$ cat src/design/okq_pkg.sv
package okq_pkg;

   // Queue geometry.
   localparam int QUEUE_DEPTH = 16;
   localparam int KEY_BYTES   = 20;
   localparam int KEY_W       = 8 * KEY_BYTES;
   localparam int IDX_W       = $clog2(QUEUE_DEPTH);
   localparam int CNT_W       = $clog2(QUEUE_DEPTH + 1);

   // Action codes.
   localparam logic [1:0] ACT_INSERT = 2'd0;
   localparam logic [1:0] ACT_REMOVE = 2'd1;
   localparam logic [1:0] ACT_FIND   = 2'd2;

   // Status codes.
   localparam logic [1:0] ST_OK       = 2'd0;
   localparam logic [1:0] ST_NOTFOUND = 2'd1;
   localparam logic [1:0] ST_EMPTY    = 2'd2;
   localparam logic [1:0] ST_FULL     = 2'd3;

   // Returned in the low word when removing from an empty queue (the string "0").
   localparam logic [63:0] EMPTY_MARK = 64'h30;

   // Commands broadcast to every cell of the chain.
   typedef logic [2:0] cell_cmd_type;
   localparam cell_cmd_type CMD_HOLD   = 3'd0;
   localparam cell_cmd_type CMD_MATCH  = 3'd1;
   localparam cell_cmd_type CMD_SWEEP  = 3'd2;
   localparam cell_cmd_type CMD_INSERT = 3'd3;
   localparam cell_cmd_type CMD_REMOVE = 3'd4;
   localparam cell_cmd_type CMD_DELETE = 3'd5;

   typedef struct packed {
      cell_cmd_type           cmd;
      logic                   found;
      logic [CNT_W-1:0]       occ;
      logic [KEY_W-1:0]       key;
   } cell_ctrl_type;

   // Clear every byte after the first zero byte of the key.
   function automatic logic [KEY_W-1:0] canon_key(input logic [KEY_W-1:0] raw);
      logic [KEY_BYTES-1:0] zero_byte;
      logic [KEY_BYTES-1:0] lower_mask;
      logic [KEY_W-1:0]     result;
      for (int i = 0; i < KEY_BYTES; i++) begin
         zero_byte[i] = (raw[8*i +: 8] == 8'd0);
      end
      for (int i = 0; i < KEY_BYTES; i++) begin
         lower_mask = (KEY_BYTES'(1) << i) - KEY_BYTES'(1);
         result[8*i +: 8] = ((zero_byte & lower_mask) == '0) ? raw[8*i +: 8] : 8'd0;
      end
      return result;
   endfunction

endpackage

$ cat src/design/okq_cell.sv
module okq_cell
   import okq_pkg::*;
(
   input  logic             clock,
   input  cell_ctrl_type    ctrl,
   input  logic [IDX_W-1:0] idx,
   input  logic [KEY_W-1:0] nbr_key,
   input  logic             nbr_match,
   input  logic             nbr_above,
   output logic [KEY_W-1:0] key,
   output logic             match,
   output logic             above
);

   logic [KEY_W-1:0] key_ff, key_in;
   logic             match_ff, match_in;
   logic             above_ff, above_in;
   logic             occupied;

   // The cell holds a live entry when its place is below the fill count.
   assign occupied = (CNT_W'(idx) < ctrl.occ);

   always_comb begin
      key_in   = key_ff;
      match_in = match_ff;
      above_in = above_ff;
      unique case (ctrl.cmd)
         CMD_MATCH: begin
            match_in = occupied && (key_ff == ctrl.key);
            above_in = 1'b0;
         end
         // A match somewhere above travels one cell down per cycle.
         CMD_SWEEP: begin
            above_in = nbr_match | nbr_above;
         end
         CMD_INSERT: begin
            if (CNT_W'(idx) == ctrl.occ) begin
               key_in = ctrl.key;
            end
         end
         CMD_REMOVE: begin
            key_in = nbr_key;
         end
         // Cells at and above the newest match take the key of the next cell.
         CMD_DELETE: begin
            if (ctrl.found && !above_ff) begin
               key_in = nbr_key;
            end
         end
         default: begin
         end
      endcase
   end

   always_ff @(posedge clock) begin
      key_ff   <= key_in;
      match_ff <= match_in;
      above_ff <= above_in;
   end

   assign key   = key_ff;
   assign match = match_ff;
   assign above = above_ff;

endmodule

$ cat config.mk
export PLATFORM = sky130hd
export DESIGN_NAME = okq_cell
export DESIGN_NICKNAME = d
export VERILOG_FILES = /design/src/design/okq_pkg.sv /design/src/design/okq_cell.sv
export SDC_FILE = /design/constraint.sdc
export NUM_CORES = 1
export LEC_CHECK = 0
export BUFFER_PORTS_ARGS = -buffer_cell sky130_fd_sc_hd__buf_2
export CAP_MARGIN = 20
export CORE_AREA = 3 3 190 192
export CTS_CLUSTER_DIAMETER = 50
export DETAILED_ROUTE_END_ITERATION = 12
export DIE_AREA = 0 0 193 195
export PLACE_DENSITY_LB_ADDON = 0.25
export SLEW_MARGIN = 20
export SYNTH_ARGS = -nofsm -noshare
export SYNTH_HDL_FRONTEND = slang
export SYNTH_SLANG_ARGS = --single-unit
export TNS_END_PERCENT = 1
$ cat constraint.sdc
create_clock -name clock -period 13.2 [get_ports clock]
set_input_delay 0.66 -clock clock [delete_from_list [all_inputs] [get_ports clock]]
set_output_delay 0.66 -clock clock [all_outputs]
set_load 0.1 [all_outputs]
==> flow_summary_export.csv, run 1 <==
group,metric,value,unit
power,pwr_density_cell,120.4,nW/µm²
sta,whs,498.8,ps
cts,clk_path_buf_depth,2,
setup_path,cp-startpoint,"ctrl[163]",
yosys,yosys_warnings,0,
setup_path,cp.arrival,3230,ps
sta,finalHoldViolCount,0,
setup_path,cp_max_fo,69,
setup_path,crit_path_end,"key[58]$_DFFE_PP_",
routing,finalWirelength,35020,µm
yosys,synth-main-ff-cell,"edfxtp_1",
floorplan,pin_count,498,
placed_design,place.gp.congestion,0.8177,
yosys,ys_types,40,
cts,clk_latency,440,ps
yosys,avgSynthCellArea,13.78,µm²
cells_and_area,stdcell_count,1623,
setup_path,required,13260,ps
sta,min_period,3175,ps
setup_path,worst_setup_path_end_kind,"flip-flop",
routing,vias_per_cell,4.498,
yosys,synthesis.area,8915,µm²
cells_and_area,fin_nets,1489,
routing,vias,7300,
setup_path,r2r_slack,10470,ps
yosys,synth-edff-count,162,
sta,setup_viol,0,
cells_and_area,drive_gt1_share,58.35,%
placed_design,hpwl,28880,µm
sta,finalClockSkew,8.379,ps
global_route,grt_overflow,0,
sta,max_clock_freq,315.0,MHz
floorplan,die_area,37640,µm²
cts,cts_resized,0,
run_status,run_status,"finished, final reports clean",
floorplan,initial_core_util,25.81,%
cts,cts_root_buffer,"clkbuf_16",
global_route,grt_max_degree,70,
sta,rsz0062_at_grt,"no",
floorplan,rows,68,
global_route,antenna_found_initial,6,
sta,slew_viol_final,0,
sta,fin_setup_tns,0,ps
setup_path,r2r_cells,4,
sta,worst_slew_pin_slew,1044,ps
cts,cts_tree,"yes",
min_path,hold_path_class,"in -> reg",
placed_design,io_buffers,497,
yosys,synth-seq-cells,162,
routing,wl_per_cell,21.58,µm
yosys,yosysSeqAreaShare,54.57,%
cts,clock-sinks,162,
global_route,grtUsageTotal,17.94,%
cts,numCtsBuffers,17,
cts,cts_max_level,4,
sta,final.setup.worst_slack,10030,ps
cells_and_area,area_delta_synth_final,41.36,%
floorplan,die_h,195,µm
yosys,synth_cells,647,
sta,max-slew-margin-rel,29.77,%
yosys,syn-num-nets,987,
cts,post-cts-setup-buffer-count,0,
routing,first_iter_violations,249,
job,cap_violations,0,
setup_path,rr_startpoint,"above$_DFFE_PP_",
sta,period_share,24.05,%
yosys,async_flop_share,0,%
placed_design,place_ws,9550,ps
global_route,grt_pass1_vias,7813,
routing,first_pass_iters,4,
placed_design,dp.cells,1585,
floorplan,die_w,193,µm
cells_and_area,nFillCells,3567,
power,p_leak,5.365,nW
routing,antenna_left,0,
global_route,grt_pass1_wl,49080,µm
cts,hold_buffers,0,
cts,clk_pin_slew,70,ps
setup_path,r2r-end,"key[58]$_DFFE_PP_",
power,irDropWorstVdd,0.08696,mV
setup_path,critPathLaunchType,"input port",
routing,drcViolationCount,0,
setup_path,critical_path_class,"in -> reg",
floorplan,core-area,34540,µm²
layout by cell type, fill, tap and decap left out, drive strengths merged, types with 2 or more instances in the layout:
| master | instances |
|---|---|
| a2111o | 4 |
| a2111oi | 8 |
| a22o | 6 |
| a22oi | 5 |
| a2bb2oi | 2 |
| and2b | 3 |
| buf | 501 |
| bufinv | 5 |
| clkbuf | 20 |
| clkinv | 5 |
| diode | 6 |
| edfxtp | 162 |
| ha | 4 |
| inv | 62 |
| mux2 | 160 |
| nand2b | 9 |
| nand3 | 2 |
| nand4 | 17 |
| nor2 | 4 |
| nor2b | 17 |
| nor4 | 25 |
| o2111ai | 4 |
| o22ai | 23 |
| o2bb2ai | 5 |
| xnor2 | 35 |
| xor2 | 62 |
stage by stage:
stage | power (mW) | utilization [%] | instance area [µm²]
after floorplan | 0.8590 | - | 8915
after global placement | 0.9652 | 34.58 | 11950
after detailed placement | 0.9676 | 34.58 | 11950
after CTS | 1.537 | 36.44 | 12590
after global routing | 1.574 | 36.47 | 12600
final | 1.518 | 36.48 | 12600
Yosys cell counts, drive strengths merged (2+ instances only):
cell type / number / area (µm²)
a2111o: 4 / 45.04
a2111oi: 8 / 90.08
a22o: 6 / 52.55
a22oi: 5 / 37.54
a2bb2oi: 2 / 17.52
and2b: 3 / 25.03
buf: 9 / 45.04
clkbuf: 9 / 33.78
edfxtp: 162 / 4865
ha: 4 / 50.05
inv: 60 / 225.2
mux2: 160 / 1802
nand2b: 9 / 56.30
nand3: 2 / 10.01
nand4: 17 / 106.4
nor2: 4 / 15.01
nor2b: 17 / 121.4
nor4: 25 / 156.4
o2111ai: 4 / 35.03
o22ai: 23 / 143.9
o2bb2ai: 5 / 43.79
xnor2: 35 / 306.5
xor2: 62 / 543.0
logic make-up after synthesis:
family | Yosys count | synth area share, %
and+or+nand+nor | 83 | 6.035
DFF | 162 | 54.57
AOI/OAI and AO/OA | 62 | 5.642
adders and majority gates | 4 | 0.5614
buffers and inverters | 79 | 3.453
muxes | 160 | 20.21
xor gates and xnor gates | 97 | 9.530
power breakdown:
part / internal (mW) / total [mW] / switching (mW) / leakage [nW]
Sequential: 0.596 / 0.610 / 0.0136 / 1.49
Combinational: 0.107 / 0.343 / 0.237 / 3.57
Clock: 0.338 / 0.564 / 0.226 / 0.307
Total: 1.04 / 1.52 / 0.477 / 5.36
sequential cells by signal (all words and copies together) (netlist names):
register and count:
above 1, key 160, match 1
area by class of cell:
class | instances | area, µm² | share of cell area (%)
Clock buffer | 20 | 436.7 | 3.465
Tap cell | 455 | 569.3 | 4.517
Multi-Input combinational cell | 406 | 3765 | 29.87
Timing Repair Buffer | 501 | 2517 | 19.98
Clock inverter | 12 | 205.2 | 1.628
Inverter | 61 | 229.0 | 1.817
Sequential cell | 162 | 4865 | 38.60
Antenna cell | 6 | 15.01 | 0.1191
metal layers:
metal	GRT usage, %	up-vias	wire length (µm)
met2	31.81	293	17730
met1	20.60	3516	14020
met3	5.368	24	2615
li1	-	3467	-
met4	5.733	0	656
met5	0	-	0
worst min path at each step:
stage          depth (start not counted)            endpoint  slack [ps]               start
6_report                               2  key[154]$_DFFE_PP_         500        nbr_key[154]
5_1_grt                                2  key[152]$_DFFE_PP_         480        nbr_key[152]
4_1_cts                                2  key[154]$_DFFE_PP_         470        nbr_key[154]
3_5_place_dp                           4     match$_DFFE_PP_         940  key[117]$_DFFE_PP_
3_3_place_gp                           4     match$_DFFE_PP_         920  key[117]$_DFFE_PP_
2_1_floorplan                          1     above$_DFFE_PP_         850           ctrl[168]
critical path: stages:
cell,delay (ps)
buf_2,80
inv_1,30
ha_1,260
nor2b_1,200
nand3_1,220
o22ai_4,830
buf_4,860
No activity file was read; power rests on OpenSTA's default activity.
==> run 2, diff against run 1 <==
--- a/config.mk
+++ b/config.mk
@@ -5,12 +5,13 @@
 export SDC_FILE = /design/constraint.sdc
 export NUM_CORES = 1
 export LEC_CHECK = 0
+export ABC_AREA = 1
 export BUFFER_PORTS_ARGS = -buffer_cell sky130_fd_sc_hd__buf_2
 export CAP_MARGIN = 20
-export CORE_AREA = 3 3 190 192
+export CORE_AREA = 3 3 191 193
 export CTS_CLUSTER_DIAMETER = 50
 export DETAILED_ROUTE_END_ITERATION = 12
-export DIE_AREA = 0 0 193 195
+export DIE_AREA = 0 0 194 196
 export PLACE_DENSITY_LB_ADDON = 0.25
 export SLEW_MARGIN = 20
 export SYNTH_ARGS = -nofsm -noshare
==> constraint.sdc (replaced) <==
create_clock -name clock -period 3 [get_ports clock]
set_input_delay 0.15 -clock clock [delete_from_list [all_inputs] [get_ports clock]]
set_output_delay 0.15 -clock clock [all_outputs]
set_load 0.1 [all_outputs]
==> run 2 against run 1 <==
Compared with the run above: via count is 41% higher; non-clock buffer count is 180 higher; synthesized cell count is 91% higher; critical path type is now reg -> reg; cell area is 19% higher; critical endpoint is now match$_DFFE_PP_; critical path depth is 2 higher; total power grew to 4.4 times the previous value; clock skew is 1.3 ps higher; wire length is 2.9% higher; largest power group unchanged; sequential share of layout area is 6.1 points lower; largest cell class unchanged; flip-flop and latch count stayed put.
==> flow_summary_export.csv, run 2 <==
group,metric,value,unit
routing,first_pass_iters,5,
yosys,synth.most_common_cell,"nand2_1",
floorplan,die_h,196,µm
placed_design,dp.cells,2166,
sta,setup_viol,0,
yosys,avgSynthCellArea,7.734,µm²
sta,min_period,1806,ps
setup_path,cp_top_family,"simple AND/OR/NAND/NOR gates",
power,switching_share,31.95,%
sta,slew_viol_final,0,
cts,cts_root_buffer,"clkbuf_16",
power,combPwrFrac,25.4,%
sta,finalClockSkew,9.638,ps
cts,clock-sinks,162,
power,p_leak,7.378,nW
setup_path,cp.arrival,2100,ps
global_route,grt_pass1_vias,10488,
min_path,min_from,"nbr_key[96]",
setup_path,r2r_cells,9,
routing,drcViolationCount,0,
cts,numCtsBuffers,17,
setup_path,r2r-end,"match$_DFFE_PP_",
floorplan,die_w,194,µm
cells_and_area,antenna_cells,0,
power,pwr_density_cell,451.4,nW/µm²
yosys,synth_area_leaders,"edfxtp_1 51%, nand2_1 20%, inv_1 7.6%",
setup_path,crit_chain,"nand2_1 -> nand2_1 -> nor3_1 -> nand2_1 -> nor2_1 -> nand2_1 -> nor2_1 -> nand3_1 -> nor2_1",
setup_path,required,3290,ps
power,seqPwrFrac,39.7,%
global_route,grt_overflow,0,
cts,clk_path_buf_depth,2,
cells_and_area,stdcell_count,2371,
sta,rsz0062_at_grt,"no",
floorplan,rows,68,
min_path,hold_end,"key[96]$_DFFE_PP_",
power,p_int,4.596,mW
yosys,ys_types,23,
yosys,async_flop_share,0,%
setup_path,max_stage_delay,410,ps
power,p_clk_share,34.9,%
yosys,synth-edff-count,162,
placed_design,place.gp.congestion,0.9293,
routing,antenna_left,0,
placed_design,place_ws,868.3,ps
sta,worst_slew_pin_slew,783.8,ps
yosys,synthesis.area,9567,µm²
cells_and_area,drive_gt1_share,28.50,%
yosys,yosysSeqAreaShare,50.85,%
cells_and_area,fin_nets,2243,
setup_path,r2r_slack,1190,ps
global_route,grt_pass1_wl,54880,µm
cells_and_area,largest_register_ffs,160,
setup_path,rr_startpoint,"key[110]$_DFFE_PP_",
sta,max_clock_freq,553.7,MHz
floorplan,initial_core_util,27.56,%
min_path,hold_path_class,"in -> reg",
setup_path,worst-path-buf-inv,0,
routing,vias_per_cell,4.351,
yosys,synth-main-ff-cell,"edfxtp_1",
setup_path,critPathLaunchType,"flip-flop",
routing,first_iter_violations,339,
power,irDropWorstVdd,0.3809,mV
sta,max-slew-margin-rel,47.75,%
floorplan,pin_count,498,
yosys,synth-seq-cells,162,
sta,finalHoldViolCount,0,
cts,cts_tree,"yes",
setup_path,critical_path_class,"reg -> reg",
cells_and_area,mostFrequentLayoutCells,"515 x nand2_1, 497 x buf_2, 192 x inv_1",
min_path,hold_path_depth,3,
yosys,yosys_warnings,0,
sta,period_share,60.20,%
cts,cts_max_level,4,
setup_path,cp_slowest_cell,"edfxtp_1",
setup_path,cp_max_fo,3,
global_route,antenna_found_initial,3,
cells_and_area,area_delta_synth_final,56.38,%
floorplan,core-area,34710,µm²
power,net-switching-power,2.158,mW
yosys,synth_commonest_cells,"515 x nand2_1, 194 x inv_1, 162 x edfxtp_1, 85 x nor2_1, 78 x o21ai_1",
cts,post-cts-setup-buffer-count,0,
yosys,synth_area_leader_cell,"edfxtp_1",
yosys,syn-num-nets,1577,
global_route,grtUsageTotal,18.19,%
setup_path,worst_setup_path_end_kind,"flip-flop",
placed_design,io_buffers,497,
run_status,run_status,"finished, final reports clean",
job,cap_violations,0,
routing,wl_per_cell,15.19,µm
cells_and_area,final_common_cell,"nand2_1",
routing,finalWirelength,36030,µm
floorplan,die_area,38020,µm²
setup_path,path_common_cell,"nand2_1",
cts,clk_latency,440,ps
cts,clk_pin_slew,70,ps
yosys,synth_top_area_share,50.85,%
routing,vias,10316,
cts,cts_resized,0,
global_route,grt_max_degree,138,
sta,final.setup.worst_slack,1194,ps
cts,hold_buffers,172,
placed_design,hpwl,27360,µm
yosys,synth_cells,1237,
## run 2: cell count changes in the layout (fill, tap and decap cells not counted), sizes merged, moves of 82 or more
cell / change
dlygate4sd3: +173
inv: +138
nand2: +515
o21ai: +150
mux2: -160
nor2: +82
## run 2: through the flow
stage | TNS [ps] | hold WS, ps | cell area (µm²) | utilization, % | total power [mW]
finish | 0 | 21.50 | 14960 | 43.10 | 6.754
global route | 0 | 17.15 | 14960 | 43.10 | 7.040
CTS | 0 | 0.01835 | 14950 | 43.07 | 6.826
detailed placement | 0 | 423.9 | 12610 | 36.34 | 4.250
global placement | 0 | 422.7 | 12610 | 36.34 | 4.239
floorplan | -115820 | 328.6 | 9610 | - | 3.766
## run 2: power by group through the flow
stage          Sequential, mW  Combinational, mW  Clock (mW)
2_1_floorplan            3.32              0.444           0
3_3_place_gp             2.73               1.51           0
3_5_place_dp             2.73               1.52           0
4_1_cts                  2.68               1.72        2.43
5_1_grt                  2.69               1.85        2.50
6_report                 2.68               1.72        2.36
## run 2: cell type report
cell class,instances,area (µm²)
Clock buffer,20,436.7
Clock inverter,12,178.9
Fill cell,3507,19750
Inverter,197,747.0
Multi-Input combinational cell,844,3800
Sequential cell,162,4865
Tap cell,455,569.3
Timing Repair Buffer,681,4364
## run 2: worst max path at each step
stage	startpoint	endpoint	slack [ps]	depth (start not counted)
after floorplan	ctrl[163]	key[0]$_DFFE_PP_	-720	6
after global placement	ctrl[163]	key[93]$_DFFE_PP_	880	8
after detailed placement	ctrl[163]	key[104]$_DFFE_PP_	870	8
after CTS	key[110]$_DFFE_PP_	match$_DFFE_PP_	1150	9
after global routing	key[111]$_DFFE_PP_	match$_DFFE_PP_	990	9
final	key[110]$_DFFE_PP_	match$_DFFE_PP_	1190	9
## run 2: logic make-up after synthesis
logic type	share of synthesized area, %
buf+inv	9.809
simple gates	25.36
fa+ha+maj	0.5232
flops	50.85
xor+xnor	5.402
compound gates	8.057
## run 2: worst register-to-register path, cell delays in order (launching register included)
cell,delay [ps]
edfxtp_1,410
nand2_1,90
nand2_1,60
nor3_1,180
nand2_1,100
nor2_1,140
nand2_1,110
nor2_1,280
nand3_1,160
nor2_1,140
## run 2: layer usage
layer / global-route usage [%] / part of all wire [%] / vias up
met1: 21.18 / 41 / 4665
met3: 4.190 / 5.7 / 71
met5: 0 / 0.075 / -
li1: - / - / 5203
met4: 7.766 / 3.5 / 4
met2: 32.20 / 50 / 373
